--- src/hw/rtl/stsu_pkg.sv ---
// Shared types and constants for the sorted table upsert/lookup unit.
// No dependencies; imported by stsu_cell and the top level.
`timescale 1ns / 1ps

package stsu_pkg;

  localparam int STSU_DEPTH     = 16;
  localparam int STSU_KEY_BITS  = 16;
  localparam int STSU_DATA_BITS = 32;

  typedef enum logic [1:0] {
    OP_INSERT   = 2'd0,
    OP_RETRIEVE = 2'd1,
    OP_REPLACE  = 2'd2,
    OP_NOP      = 2'd3
  } op_t;

  typedef enum logic [1:0] {
    STAT_OK        = 2'd0,
    STAT_FULL      = 2'd1,
    STAT_EMPTY     = 2'd2,
    STAT_NOT_FOUND = 2'd3
  } status_t;

  typedef enum logic [1:0] {
    FSM_IDLE,
    FSM_SEARCH,
    FSM_APPLY
  } fsm_t;

  // Command broadcast to every cell of the chain.
  typedef enum logic [1:0] {
    CMD_HOLD,
    CMD_SET_DATA,   // payload only, at slot
    CMD_SET_ENTRY,  // key and payload, at slot
    CMD_INSERT      // shift cells above slot up by one, write at slot
  } cell_cmd_t;

endpackage

--- src/hw/rtl/stsu_cell.sv ---
// One table cell: holds a key and a payload, compares against the probe key,
// and takes its lower neighbor's entry on an insert shift. Uses stsu_pkg.
`timescale 1ns / 1ps

module stsu_cell import stsu_pkg::*; #(
  parameter int IDX       = 0,
  parameter int IDX_W     = 4,
  parameter int CNT_W     = 5,
  parameter int KEY_BITS  = STSU_KEY_BITS,
  parameter int DATA_BITS = STSU_DATA_BITS
) (
  input  logic                 clk,
  input  cell_cmd_t            cmd,
  input  logic [IDX_W-1:0]     slot,
  input  logic [CNT_W-1:0]     count,
  input  logic [KEY_BITS-1:0]  key_wr,
  input  logic [DATA_BITS-1:0] data_wr,
  input  logic [KEY_BITS-1:0]  key_prev,
  input  logic [DATA_BITS-1:0] data_prev,
  output logic [KEY_BITS-1:0]  key,
  output logic [DATA_BITS-1:0] data,
  output logic                 lt,
  output logic                 eq
);

  localparam logic [CNT_W-1:0] MY_IDX = CNT_W'(IDX);

  logic sel;
  logic shift_in;

  assign sel      = (CNT_W'(slot) == MY_IDX);
  assign shift_in = (MY_IDX > CNT_W'(slot)) && (MY_IDX <= count);

  // key_wr doubles as the probe key
  assign lt = (key_wr < key);
  assign eq = (key_wr == key);

  always_ff @(posedge clk) begin
    case (cmd)
      CMD_SET_DATA: begin
        if (sel) data <= data_wr;
      end
      CMD_SET_ENTRY: begin
        if (sel) begin
          key  <= key_wr;
          data <= data_wr;
        end
      end
      CMD_INSERT: begin
        if (sel) begin
          key  <= key_wr;
          data <= data_wr;
        end else if (shift_in) begin
          key  <= key_prev;
          data <= data_prev;
        end
      end
      default: ;
    endcase
  end

endmodule

--- src/hw/rtl/sorted_table_upsert_lookup_unit.sv ---
// Sorted key/payload table (insert-or-update, retrieve, replace at cursor); top level.
// Uses stsu_pkg and a chain of DEPTH stsu_cell instances.
// Flow: replace, no-op and insert into a full table go from accept straight to the apply step;
//   a search that hits ends with its P-th probe, one that misses takes one closing step after
//   its P probes (P <= floor(log2(count))+1, at most 5 with 16 entries).
// Items: a new item is taken only after the result of the last one has been registered;
//   a stalled result holds the apply step. The search loop visits one probe per cycle.
// Reset (rst, synchronous, active high): count, cursor, FSM and output valid clear.
`timescale 1ns / 1ps

module sorted_table_upsert_lookup_unit import stsu_pkg::*; #(
  parameter int DEPTH     = STSU_DEPTH,
  parameter int KEY_BITS  = STSU_KEY_BITS,
  parameter int DATA_BITS = STSU_DATA_BITS,
  localparam int IDX_W    = (DEPTH > 1) ? $clog2(DEPTH) : 1,
  localparam int POS_W    = IDX_W + 1,
  localparam int TDI_W    = ((KEY_BITS + DATA_BITS + 7) / 8) * 8,
  localparam int TDO_W    = ((POS_W + DATA_BITS + 7) / 8) * 8
) (
  input  logic             clk,
  input  logic             rst,
  // input item stream
  input  logic             s_tvalid,
  output logic             s_tready,
  input  logic [TDI_W-1:0] s_tdata,   // key_in, data_in, zero pad
  input  logic [1:0]       s_tuser,   // opcode
  // result item stream
  output logic             m_tvalid,
  input  logic             m_tready,
  output logic [TDO_W-1:0] m_tdata,   // position, data_out, zero pad
  output logic [2:0]       m_tuser    // status, found
);

  localparam int CNT_W = $clog2(DEPTH + 1);
  localparam int SRC_W = IDX_W + 2;  // signed search bounds
  localparam logic [CNT_W-1:0] FULL_CNT = CNT_W'(DEPTH);

  // ---------------------------------------------------------------------------
  // Item registers and control state
  // ---------------------------------------------------------------------------
  fsm_t                     state, state_next;
  op_t                      op;
  logic [KEY_BITS-1:0]      key_r;
  logic [DATA_BITS-1:0]     data_r;
  logic signed [SRC_W-1:0]  low, high;
  logic signed [SRC_W-1:0]  pos;     // hit index, or final high bound on a miss
  logic                     hit;
  logic [CNT_W-1:0]         count;
  logic [IDX_W-1:0]         cursor;

  // result register: decouples the table from a stalled consumer
  logic                     out_valid;
  status_t                  out_status;
  logic                     out_found;
  logic [POS_W-1:0]         out_pos;
  logic [DATA_BITS-1:0]     out_data;

  logic                     in_fire;
  logic                     out_free;
  logic                     apply_fire;

  assign in_fire    = s_tvalid && s_tready;
  assign out_free   = !out_valid || m_tready;
  assign apply_fire = (state == FSM_APPLY) && out_free;

  // ---------------------------------------------------------------------------
  // Cell chain
  // ---------------------------------------------------------------------------
  cell_cmd_t             cmd;
  logic [IDX_W-1:0]      cmd_slot;
  logic [KEY_BITS-1:0]   cell_key  [DEPTH];
  logic [DATA_BITS-1:0]  cell_data [DEPTH];
  logic [DEPTH-1:0]      cell_lt, cell_eq;

  for (genvar i = 0; i < DEPTH; i++) begin : g_cell
    logic [KEY_BITS-1:0]  kp;
    logic [DATA_BITS-1:0] dp;
    if (i == 0) begin : g_first
      assign kp = '0;
      assign dp = '0;
    end else begin : g_rest
      assign kp = cell_key[i-1];
      assign dp = cell_data[i-1];
    end

    stsu_cell #(
      .IDX       (i),
      .IDX_W     (IDX_W),
      .CNT_W     (CNT_W),
      .KEY_BITS  (KEY_BITS),
      .DATA_BITS (DATA_BITS)
    ) u_cell (
      .clk       (clk),
      .cmd       (cmd),
      .slot      (cmd_slot),
      .count     (count),
      .key_wr    (key_r),
      .data_wr   (data_r),
      .key_prev  (kp),
      .data_prev (dp),
      .key       (cell_key[i]),
      .data      (cell_data[i]),
      .lt        (cell_lt[i]),
      .eq        (cell_eq[i])
    );
  end

  // ---------------------------------------------------------------------------
  // Search step: every cell compares in parallel, the probe picks one result
  // ---------------------------------------------------------------------------
  logic signed [SRC_W-1:0] mid;
  logic [IDX_W-1:0]        mid_idx;
  logic                    probe_lt, probe_eq;
  logic                    search_live;
  logic signed [SRC_W-1:0] cnt_s;

  assign search_live = (low <= high);
  assign mid         = (low + high) >>> 1;  // both bounds non-negative while live
  assign mid_idx     = mid[IDX_W-1:0];
  assign probe_lt    = cell_lt[mid_idx];
  assign probe_eq    = cell_eq[mid_idx];
  assign cnt_s       = signed'(SRC_W'(count));

  // ---------------------------------------------------------------------------
  // Next state
  // ---------------------------------------------------------------------------
  always_comb begin
    state_next = state;
    case (state)
      FSM_IDLE: begin
        if (in_fire) begin
          // replace, no-op and a full insert need no search
          if (op_t'(s_tuser) == OP_REPLACE || op_t'(s_tuser) == OP_NOP ||
              (op_t'(s_tuser) == OP_INSERT && count == FULL_CNT)) begin
            state_next = FSM_APPLY;
          end else begin
            state_next = FSM_SEARCH;
          end
        end
      end
      FSM_SEARCH: begin
        if (!search_live || probe_eq) state_next = FSM_APPLY;
      end
      FSM_APPLY: begin
        if (out_free) state_next = FSM_IDLE;
      end
      default: state_next = FSM_IDLE;
    endcase
  end

  // ---------------------------------------------------------------------------
  // Outputs of the apply step: cell command and result fields
  // ---------------------------------------------------------------------------
  logic signed [SRC_W-1:0] ins_slot;
  logic [CNT_W-1:0]        cnt_m1;
  logic [IDX_W-1:0]        rep_idx;

  status_t                 res_status;
  logic                    res_found;
  logic [POS_W-1:0]        res_pos;
  logic [DATA_BITS-1:0]    res_data;
  logic [IDX_W-1:0]        cursor_next;
  logic [CNT_W-1:0]        count_next;

  assign ins_slot = pos + SRC_W'(1);
  assign cnt_m1   = count - CNT_W'(1);
  assign rep_idx  = (CNT_W'(cursor) >= count) ? cnt_m1[IDX_W-1:0] : cursor;

  always_comb begin
    s_tready    = (state == FSM_IDLE);
    cmd         = CMD_HOLD;
    cmd_slot    = pos[IDX_W-1:0];
    res_status  = STAT_OK;
    res_found   = 1'b0;
    res_pos     = '1;  // -1
    res_data    = '0;
    cursor_next = cursor;
    count_next  = count;
    case (op)
      OP_INSERT: begin
        if (count == FULL_CNT) begin
          res_status = STAT_FULL;
        end else if (hit) begin
          cmd         = CMD_SET_DATA;
          res_found   = 1'b1;
          res_pos     = pos[POS_W-1:0];
          cursor_next = pos[IDX_W-1:0];
        end else begin
          cmd         = CMD_INSERT;
          cmd_slot    = ins_slot[IDX_W-1:0];
          res_pos     = pos[POS_W-1:0];
          cursor_next = ins_slot[IDX_W-1:0];
          count_next  = count + CNT_W'(1);
        end
      end
      OP_RETRIEVE: begin
        res_pos = pos[POS_W-1:0];
        if (hit) begin
          res_found   = 1'b1;
          res_data    = cell_data[pos[IDX_W-1:0]];
          cursor_next = pos[IDX_W-1:0];
        end else begin
          res_status = STAT_NOT_FOUND;
        end
      end
      OP_REPLACE: begin
        if (count == '0) begin
          res_status = STAT_EMPTY;
        end else begin
          // order may break here; later searches follow the probe path as is
          cmd         = CMD_SET_ENTRY;
          cmd_slot    = rep_idx;
          res_pos     = POS_W'(rep_idx);
          cursor_next = rep_idx;
        end
      end
      default: ;  // no-op keeps everything
    endcase
    if (!apply_fire) cmd = CMD_HOLD;
  end

  // ---------------------------------------------------------------------------
  // Registers
  // ---------------------------------------------------------------------------
  always_ff @(posedge clk) begin
    if (rst) begin
      state  <= FSM_IDLE;
      count  <= '0;
      cursor <= '0;
    end else begin
      state <= state_next;
      if (apply_fire) begin
        count  <= count_next;
        cursor <= cursor_next;
      end
    end
  end

  // item payload and search bounds
  always_ff @(posedge clk) begin
    if (in_fire) begin
      op     <= op_t'(s_tuser);
      key_r  <= s_tdata[KEY_BITS-1:0];
      data_r <= s_tdata[KEY_BITS +: DATA_BITS];
      low    <= '0;
      high   <= cnt_s - SRC_W'(1);
      hit    <= 1'b0;
      pos    <= '1;
    end else if (state == FSM_SEARCH) begin
      if (!search_live) begin
        pos <= high;
      end else if (probe_eq) begin
        hit <= 1'b1;
        pos <= mid;
      end else if (probe_lt) begin
        high <= mid - SRC_W'(1);
      end else begin
        low <= mid + SRC_W'(1);
      end
    end
  end

  always_ff @(posedge clk) begin
    if (rst) begin
      out_valid <= 1'b0;
    end else if (apply_fire) begin
      out_valid <= 1'b1;
    end else if (m_tready) begin
      out_valid <= 1'b0;
    end
  end

  always_ff @(posedge clk) begin
    if (apply_fire) begin
      out_status <= res_status;
      out_found  <= res_found;
      out_pos    <= res_pos;
      out_data   <= res_data;
    end
  end

  assign m_tvalid = out_valid;
  assign m_tdata  = TDO_W'({out_data, out_pos});
  assign m_tuser  = {out_found, out_status};

`ifndef SYNTHESIS
  a_count_bound: assert property (@(posedge clk) disable iff (rst)
    count <= FULL_CNT)
    else $error("entry count above depth");

  a_cursor_valid: assert property (@(posedge clk) disable iff (rst)
    (count != '0) |-> (CNT_W'(cursor) < count))
    else $error("cursor outside valid entries");

  a_one_item: assert property (@(posedge clk) disable iff (rst)
    in_fire |=> !s_tready)
    else $error("second item taken while one is in flight");

  a_insert_count: assert property (@(posedge clk) disable iff (rst)
    (apply_fire && cmd == CMD_INSERT) |=> (count == $past(count) + CNT_W'(1)))
    else $error("insert did not grow the table");

  a_result_src: assert property (@(posedge clk) disable iff (rst)
    $rose(m_tvalid) |-> $past(state == FSM_APPLY))
    else $error("result issued outside apply step");
`endif

endmodule
--- config.mk ---
export PLATFORM = sky130hd
export DESIGN_NAME = sorted_table_upsert_lookup_unit
export DESIGN_NICKNAME = d
export VERILOG_FILES = /design/src/hw/rtl/stsu_pkg.sv /design/src/hw/rtl/stsu_cell.sv /design/src/hw/rtl/sorted_table_upsert_lookup_unit.sv
export SDC_FILE = /design/constraint.sdc
export NUM_CORES = 2
export LEC_CHECK = 0
export BUFFER_PORTS_ARGS = -buffer_cell sky130_fd_sc_hd__buf_2
export CAP_MARGIN = 20
export CORE_UTILIZATION = 55
export DETAILED_ROUTE_END_ITERATION = 8
export PLACE_DENSITY = 0.8
export SKIP_LAST_GASP = 1
export SYNTH_ARGS = -nofsm -noshare
export SYNTH_HDL_FRONTEND = slang
export SYNTH_HIERARCHICAL = 1
export SYNTH_SLANG_ARGS = --single-unit
--- constraint.sdc ---
create_clock -name clk -period 6.9 [get_ports clk]
set_input_delay 0 -clock clk [delete_from_list [all_inputs] [get_ports clk]]
set_output_delay 0 -clock clk [all_outputs]
set_load 0.03 [all_outputs]
# After elaboration in Yosys (flattened, before gate mapping)
# Index checks and enable logic that the tools add are counted.
[word_totals]
register_bits = 888
in_bits = 54
out_inout_bits = 45
elab_cells = 447
[op_classes]
add_sub_neg = 7
n_lt_le_gt_ge = 50
eq_ne = 94
muxes = 165
bitwise_logic = 5
reduce_logical = 79
[op_table]
columns = ["operator", "n"]
rows = [
  ["$mux W32", 47],
  ["$pmux W32 S2", 15],
  ["$mux W16", 45],
  ["$pmux W16 S2", 15],
  ["$eq A16 B16 Y1", 16],
  ["$lt A16 B16 Y1", 16],
  ["$bmux W32 S4", 1],
  ["$reduce_and A3 Y1", 32],
  ["$ne A2 B1 Y1 const B", 31],
  ["$ne A3 B1 Y1 const B", 15],
  ["$le A4 B5 Y1 const A", 8],
  ["$eq A4 B4 Y1 const B", 8],
  ["$gt A4 B4 Y1 const A", 8],
  ["$mux W6", 5],
  ["$mux W4", 7],
  ["$le A3 B5 Y1 const A", 4],
  ["$mux W2", 10],
  ["$mux W5", 4],
  ["$logic_and A1 B1 Y1", 18],
  ["$eq A4 B3 Y1 const B", 4],
  ["$gt A3 B4 Y1 const A", 4],
  ["$pmux W5 S3", 1],
  ["$ne A2 B2 Y1 const B", 7],
  ["$eq A2 B2 Y1 const B", 6],
  ["40 further kinds", 73],
]

# Depth between registers and ports, before layout
[logic_depth]
ltp_word = 9
mapped_depth = 15
mapped_depth_nobuf = 13

# Cells and area by module
# Netlist, hierarchy kept.
[modules_own_cells]
columns = ["module", "n_inst", "cells_each", "area_each_um2", "seq_area_each_um2"]
rows = [
  ["sorted_table_upsert_lookup_unit", 1, 747, 9867.0, 3363.2],
  ["stsu_cell (g_cell[10].u_cell ...)", 2, 169, 2562.5, 1441.4],
  ["stsu_cell (g_cell[9].u_cell)", 1, 175, 2653.8, 1441.4],
  ["stsu_cell (g_cell[11].u_cell)", 1, 171, 2645.0, 1441.4],
  ["stsu_cell (g_cell[3].u_cell)", 1, 170, 2637.5, 1441.4],
  ["stsu_cell (g_cell[8].u_cell)", 1, 168, 2631.3, 1441.4],
  ["stsu_cell (g_cell[6].u_cell)", 1, 170, 2628.8, 1441.4],
  ["stsu_cell (g_cell[12].u_cell)", 1, 169, 2625.0, 1441.4],
  ["stsu_cell (g_cell[15].u_cell)", 1, 169, 2611.3, 1441.4],
  ["stsu_cell (g_cell[1].u_cell)", 1, 170, 2592.5, 1441.4],
  ["stsu_cell (g_cell[7].u_cell)", 1, 168, 2591.2, 1441.4],
  ["stsu_cell (g_cell[4].u_cell)", 1, 168, 2583.7, 1441.4],
  ["stsu_cell (g_cell[14].u_cell)", 1, 170, 2560.0, 1441.4],
  ["stsu_cell (g_cell[2].u_cell)", 1, 171, 2541.2, 1441.4],
  ["+2 rows", "--", "--", "--", "--"],
]

# Worst setup path before layout
# OpenSTA, ideal clock, no wires.
[synth_path]
path_type = "flip-flop to flip-flop"
startpoint = "reg count[0]"
endpoint = "reg g_cell[10].u_cell.data[0], enable pin"
setup_time_ps = 421
arrival_time_ps = 6817
t_required_ps = 6479
path_slack_ps = -338
path_stages_with_launch = 15
path_buffers = 2
period_less_slack_ps = 7238
cell_sequence = "dfxtp_1 -> ha_1 -> nand2b_1 -> a21o_1 -> a21o_1 -> a21o_1 -> nand2_1 -> a311oi_1 -> o21ai_0 -> and4bb_1 -> nand2b_4 -> buf_6 -> buf_6 -> a21oi_1 -> nor2_1"
[synth_via]
elab_chain_cells = 8
elab_cells_between_ends = 24
cone_classes = "add/sub: 1; order compare: 3; eq/ne: 7; mux: 8; reduce/logical: 5"
[synth_rtl]
columns = ["element", "line_no", "rtl"]
rows = [
  ["from (decl)", "sorted_table_upsert_lookup_unit.sv:48", "logic [CNT_W-1:0] count;"],
  ["from (signal assigned)", "sorted_table_upsert_lookup_unit.sv:233", "count <= count_next;"],
  ["$sub A4 B1 Y4 / $ge A4 B5 Y1 (equally long branches)", "sorted_table_upsert_lookup_unit.sv:166, sorted_table_upsert_lookup_unit.sv:167", ""],
  ["$mux W4", "sorted_table_upsert_lookup_unit.sv:167", "assign rep_idx = (CNT_W'(cursor) >= count) ? cnt_m1[IDX_W-1:0] : cursor;"],
  ["$mux W4", "sorted_table_upsert_lookup_unit.sv:207", "if (count == '0) begin"],
  ["$pmux W4 S2 (*)", "sorted_table_upsert_lookup_unit.sv:179", "case (op)"],
  ["via cmd_slot[3]", "sorted_table_upsert_lookup_unit.sv:70", "logic [IDX_W-1:0] cmd_slot;"],
  ["$gt A4 B4 Y1", "stsu_cell.sv:32", "assign shift_in = (MY_IDX > CNT_W'(slot)) && (MY_IDX <= count);"],
  ["$logic_and A1 B1 Y1", "stsu_cell.sv:32", ""],
  ["$ne A3 B1 Y1 (no source line)", "--", ""],
  ["$reduce_and A3 Y1 (no source line) (*)", "--", ""],
  ["to (signal assigned)", "stsu_cell.sv:41", "if (sel) data <= data_wr;"],
  ["to (signal assigned)", "stsu_cell.sv:46", "data <= data_wr;"],
  ["to (signal assigned)", "stsu_cell.sv:52", "data <= data_wr;"],
  ["to (decl)", "stsu_cell.sv:21", "output logic [DATA_BITS-1:0] data,"],
]
# Mark *: on every way through the listed nets, which the timed path passes. The rest lies on a longest branch.
# A chain may end at the register's enable or synchronous reset.

# Worst setup path after layout
[layout_path]
startpoint = "reg count[0]"
endpoint = "reg g_cell[3].u_cell.data[2], enable pin"
[layout_via]
elab_chain_cells = 8
elab_cells_between_ends = 24
cone_classes = "add/sub: 1; order compare: 3; eq/ne: 7; mux: 8; reduce/logical: 5"
[layout_rtl]
columns = ["element", "line_no"]
rows = [
  ["$sub A4 B1 Y4 / $ge A4 B5 Y1 (equally long branches)", "sorted_table_upsert_lookup_unit.sv:166, sorted_table_upsert_lookup_unit.sv:167"],
  ["$mux W4", "sorted_table_upsert_lookup_unit.sv:167"],
  ["$mux W4", "sorted_table_upsert_lookup_unit.sv:207"],
  ["$pmux W4 S2 (*)", "sorted_table_upsert_lookup_unit.sv:179"],
  ["via cmd_slot[1]", "sorted_table_upsert_lookup_unit.sv:70"],
  ["$gt A2 B4 Y1", "stsu_cell.sv:32"],
  ["$logic_and A1 B1 Y1", "stsu_cell.sv:32"],
  ["$ne A3 B1 Y1 (no source line)", "--"],
  ["$reduce_and A3 Y1 (no source line) (*)", "--"],
  ["to (signal assigned)", "stsu_cell.sv:41"],
  ["to (signal assigned)", "stsu_cell.sv:46"],
  ["to (signal assigned)", "stsu_cell.sv:52"],
  ["to (decl)", "stsu_cell.sv:21"],
]
# Marks and branches as above.

==> flow_metrics.py <==
metrics = {
    "status": {
        "outcome": "finished, final reports clean",
    },
    "synth": {
        "synthesis.yosys.warnings": 6,
        "avgSynthCellArea_um2": 14.9,
        "yosysTopAreaCell": "sky130_fd_sc_hd__edfxtp_1",
        "cells_after_synth": 3401,
        "yosys.area_share.simple": 0.0491,
        "synth_largest_type_area_fraction": 0.512,
        "postSynth.asyncResetShare": 0,
        "synthFlopType": "sky130_fd_sc_hd__edfxtp_1",
        "muxShareOfSynthArea": 0.253,
        "synth_xor_xnor_area_share": 0.00291,
        "yosysSeqAreaShare": 0.521,
        "synth_adder_area_share": 0.0772,
        "synthTopCellsByArea": "sky130_fd_sc_hd__edfxtp_1, sky130_fd_sc_hd__mux2_2, sky130_fd_sc_hd__ha_1",
        "synthDistinctLibCells": 93,
        "synthesis.area_um2": 50700,
        "synth-compound-area-share": 0.0496,
        "ys_ff_latch": 888,
        "synth_enable_flop_cells": 864,
        "synth_top_family_by_area": "multiplexers",
    },
    "cts": {
        "root_buffer": "sky130_fd_sc_hd__clkbuf_16",
        "cts-buffers-inserted": 95,
        "cts.sinks": 888,
        "tritoncts": "yes",
        "ctsLongestPathBuffers": 3,
        "clk_pin_slew_ns": 0.07,
        "cts_htree_levels": 3,
        "worst_skew_pair.late_latency_ns": 0.68,
        "post_cts_setup_buffer_count": 0,
    },
    "worst_hold_path": {
        "whs_path_depth": 2,
        "hold_class": "primary input to flip-flop",
    },
    "global_routing": {
        "grt_pass1_wl_um": 188000,
        "grt_use_total": 0.263,
        "grt_max_degree": 53,
        "grt_overflow": 0,
        "grt_antenna_before_repair": 2,
        "number_of_global_route_vias_before_repair": 31364,
    },
    "placed_design": {
        "dp.final_hpwl_um": 75400,
        "dpl.cell_count": 4596,
        "placement.io_buffers": 95,
        "place_congestion": 0.905,
    },
    "timing": {
        "setup-tns-final_ns": 0,
        "unrepaired_setup_endpoints_after_global_routing": "false",
        "report.final.slew_viol_count": 0,
        "relSlewSlack": 0.220,
        "timing.clock.skew_ns": 0.0317,
        "fin_crit_ns": 5.17,
        "hold_viol_final": 0,
        "timing_worst_slew_pin_value_ns": 1.17,
        "period_share": 0.749,
        "finalSetupViolCount": 0,
        "fmax_mhz": 193,
    },
    "layout": {
        "nets": 3963,
        "syn2layout_area_growth_pct": 10.8,
        "fin_cells": 4854,
        "post_route_cells_drive_above_1_share": 0.334,
        "final_util": 0.619,
    },
    "setup_path": {
        "path_common_cell": "sky130_fd_sc_hd__a21o_1",
        "worst_path_largest_cell_delay_ns": 0.91,
        "worst-endpoint-required_ns": 7.26,
        "crit_slowest_cell": "sky130_fd_sc_hd__a31oi_4",
        "cp_max_fo": 24,
        "critical_path.startpoint_type": "flip-flop",
        "timing.critical_path.cells": "ha_1 > nand2b_1 > a21o_1 > a21o_1 > a21o_1 > nand2_1 > a31oi_1 > a31oi_4 > nand2_1 > and3_1 > o31a_1 > nor2_4 > buf_4",
        "critical_path_class": "flip-flop to flip-flop",
        "endpoint_kind": "flip-flop",
        "rr_worst_depth": 13,
        "crit_arrival_ns": 5.53,
    },
    "route": {
        "post_drt_via_cell_ratio": 6.33,
        "wl_per_cell_um": 25.3,
        "routed_wirelength_um": 123000,
        "antenna_left": 0,
        "post-route-drc-count": 0,
        "vias_after_detailed_routing": 30747,
        "firstDrtPassIters": 9,
        "detailedRoute.firstIterationViolations": 3000,
    },
    "flow_run": {
        "max_cap_viol_count": 0,
    },
    "pwr": {
        "p_leak_uw": 0.0223,
        "power_per_cell_area_nw_per_um2": 259,
        "irDropWorstVdd_uv": 209,
    },
    "floorplanning": {
        "core.rowCount": 110,
        "initial_core_util": 0.559,
        "ioPinCount": 99,
        "die_area_um2": 93400,
        "fp.dieH_um": 306,
        "floorplan.core_area_um2": 90700,
        "die_w_um": 306,
    },
}
[cell families after synthesis]
family / after synthesis
AND/OR/NAND/NOR: 438
multiplexers: 912
flip-flops: 888
AO/OA/AOI/OAI: 369
adder cells (fa/ha/maj): 312
buffers and inverters: 465
other: 1
XOR/XNOR: 16
[metrics by stage]
step           hold slack [ns]  area [um2]  power [uW]  setup WS [ns]
3_3_place_gp             0.177       52200        9340           1.98
3_5_place_dp             0.178       52200        9430           1.82
5_1_grt                 0.0201       56200       15100           1.48
6_report                0.0246       56200       14500           1.73
2_1_floorplan           0.0989       50700        8620          0.517
4_1_cts              0.0000691       56100       14600           1.79
[worst paths after layout]
check	startpoint	slack [ns]	end
max	count[0]	1.73	g_cell[3].u_cell/data[2]
min	s_tdata[31]	0.02	data_r[15]
max reg2reg	count[0]	1.73	g_cell[3].u_cell/data[2]
min reg2reg	low[5]	0.47	low[5]
[synthesized netlist by cell type (17+ instances only)]
master	number
sky130_fd_sc_hd__dfxtp_1	24
sky130_fd_sc_hd__mux2_1	40
sky130_fd_sc_hd__nand2_1	91
sky130_fd_sc_hd__o31ai_1	17
sky130_fd_sc_hd__buf_4	37
sky130_fd_sc_hd__a21oi_1	138
sky130_fd_sc_hd__nor3_1	21
sky130_fd_sc_hd__clkbuf_1	49
sky130_fd_sc_hd__and3_1	34
sky130_fd_sc_hd__a21o_1	70
sky130_fd_sc_hd__buf_12	21
sky130_fd_sc_hd__inv_1	321
sky130_fd_sc_hd__mux2_2	476
sky130_fd_sc_hd__mux2i_1	30
sky130_fd_sc_hd__nand3_1	31
sky130_fd_sc_hd__o21ai_0	28
sky130_fd_sc_hd__and4_1	17
sky130_fd_sc_hd__a211oi_1	21
sky130_fd_sc_hd__mux4_2	160
sky130_fd_sc_hd__nand4_1	57
sky130_fd_sc_hd__nor2_1	103
sky130_fd_sc_hd__edfxtp_1	864
sky130_fd_sc_hd__ha_1	311
sky130_fd_sc_hd__mux2_4	206
sky130_fd_sc_hd__nand2b_1	24
[area by class of cell]
| class | instances | area [um2] |
|---|---|---|
| flip-flops and latches | 888 | 26400 |
| clock buffers | 111 | 2440 |
| well taps | 1176 | 1470 |
| inverters | 323 | 1210 |
| diodes | 1 | 2.50 |
| clock inverters | 66 | 674 |
| fillers | 6469 | 34500 |
| multi-input cells | 2050 | 22100 |
| repair buffers | 239 | 1830 |
[cell usage in the layout, fill, tap and decap left out, types with 26 or more instances in the layout]
master,Yosys,layout
sky130_fd_sc_hd__clkinv_1,1,27
sky130_fd_sc_hd__mux4_2,160,160
sky130_fd_sc_hd__mux2_4,206,206
sky130_fd_sc_hd__nand2_1,91,91
sky130_fd_sc_hd__edfxtp_1,864,864
sky130_fd_sc_hd__mux2_1,40,40
sky130_fd_sc_hd__ha_1,311,310
sky130_fd_sc_hd__buf_4,37,62
sky130_fd_sc_hd__a21oi_1,138,133
sky130_fd_sc_hd__and3_1,34,34
sky130_fd_sc_hd__o21ai_0,28,26
sky130_fd_sc_hd__buf_2,4,95
sky130_fd_sc_hd__inv_1,321,320
sky130_fd_sc_hd__nor2_1,103,95
sky130_fd_sc_hd__nand4_1,57,57
sky130_fd_sc_hd__a21o_1,70,70
sky130_fd_sc_hd__mux2i_1,30,30
sky130_fd_sc_hd__dlygate4sd3_1,0,76
sky130_fd_sc_hd__nand3_1,31,31
sky130_fd_sc_hd__clkbuf_16,0,96
sky130_fd_sc_hd__mux2_2,476,476
[flip-flops by register name, indices dropped and copies added (netlist names), 4 cells and up]
name / count
high: 6
data_r: 32
g_cell.u_cell/key: 256
key_r: 16
g_cell.u_cell/data: 512
cursor: 4
pos: 5
low: 6
count: 5
out_data: 32
out_pos: 5
[power by group]
part | internal [uW] | leakage (uW) | total, uW | switching (uW)
logic | 1430 | 0.0128 | 3020 | 1590
clock network | 2920 | 0.00150 | 5130 | 2210
registers | 6130 | 0.00800 | 6390 | 260
[per-layer routing]
metal	GRT usage	wire length, um	vias to the layer above
li1	-	-	13547
met1	0.356	49900	15471
met2	0.420	57300	1490
met3	0.0585	12000	239
met4	0.0875	3760	0
met5	0	0	-
[worst max-delay path, delay by kind of cell, from the launching register on]
kind	cells	cell delay (ns)
AOI/OAI and AO/OA	6	1.94
adders and majority gates	1	0.32
buffers and inverters	1	0.40
DFF	1	0.66
and+or+nand+nor	5	1.51
[repair_timing]
| action | 4_1_cts | 5_1_grt |
|---|---|---|
| setup endpoints to repair | 0 | 0 |
| hold endpoints to repair | 63 | 0 |
| hold buffers | 76 | 0 |
| gates resized for setup | 0 | 0 |
Power figures use the tool's default switching activity.
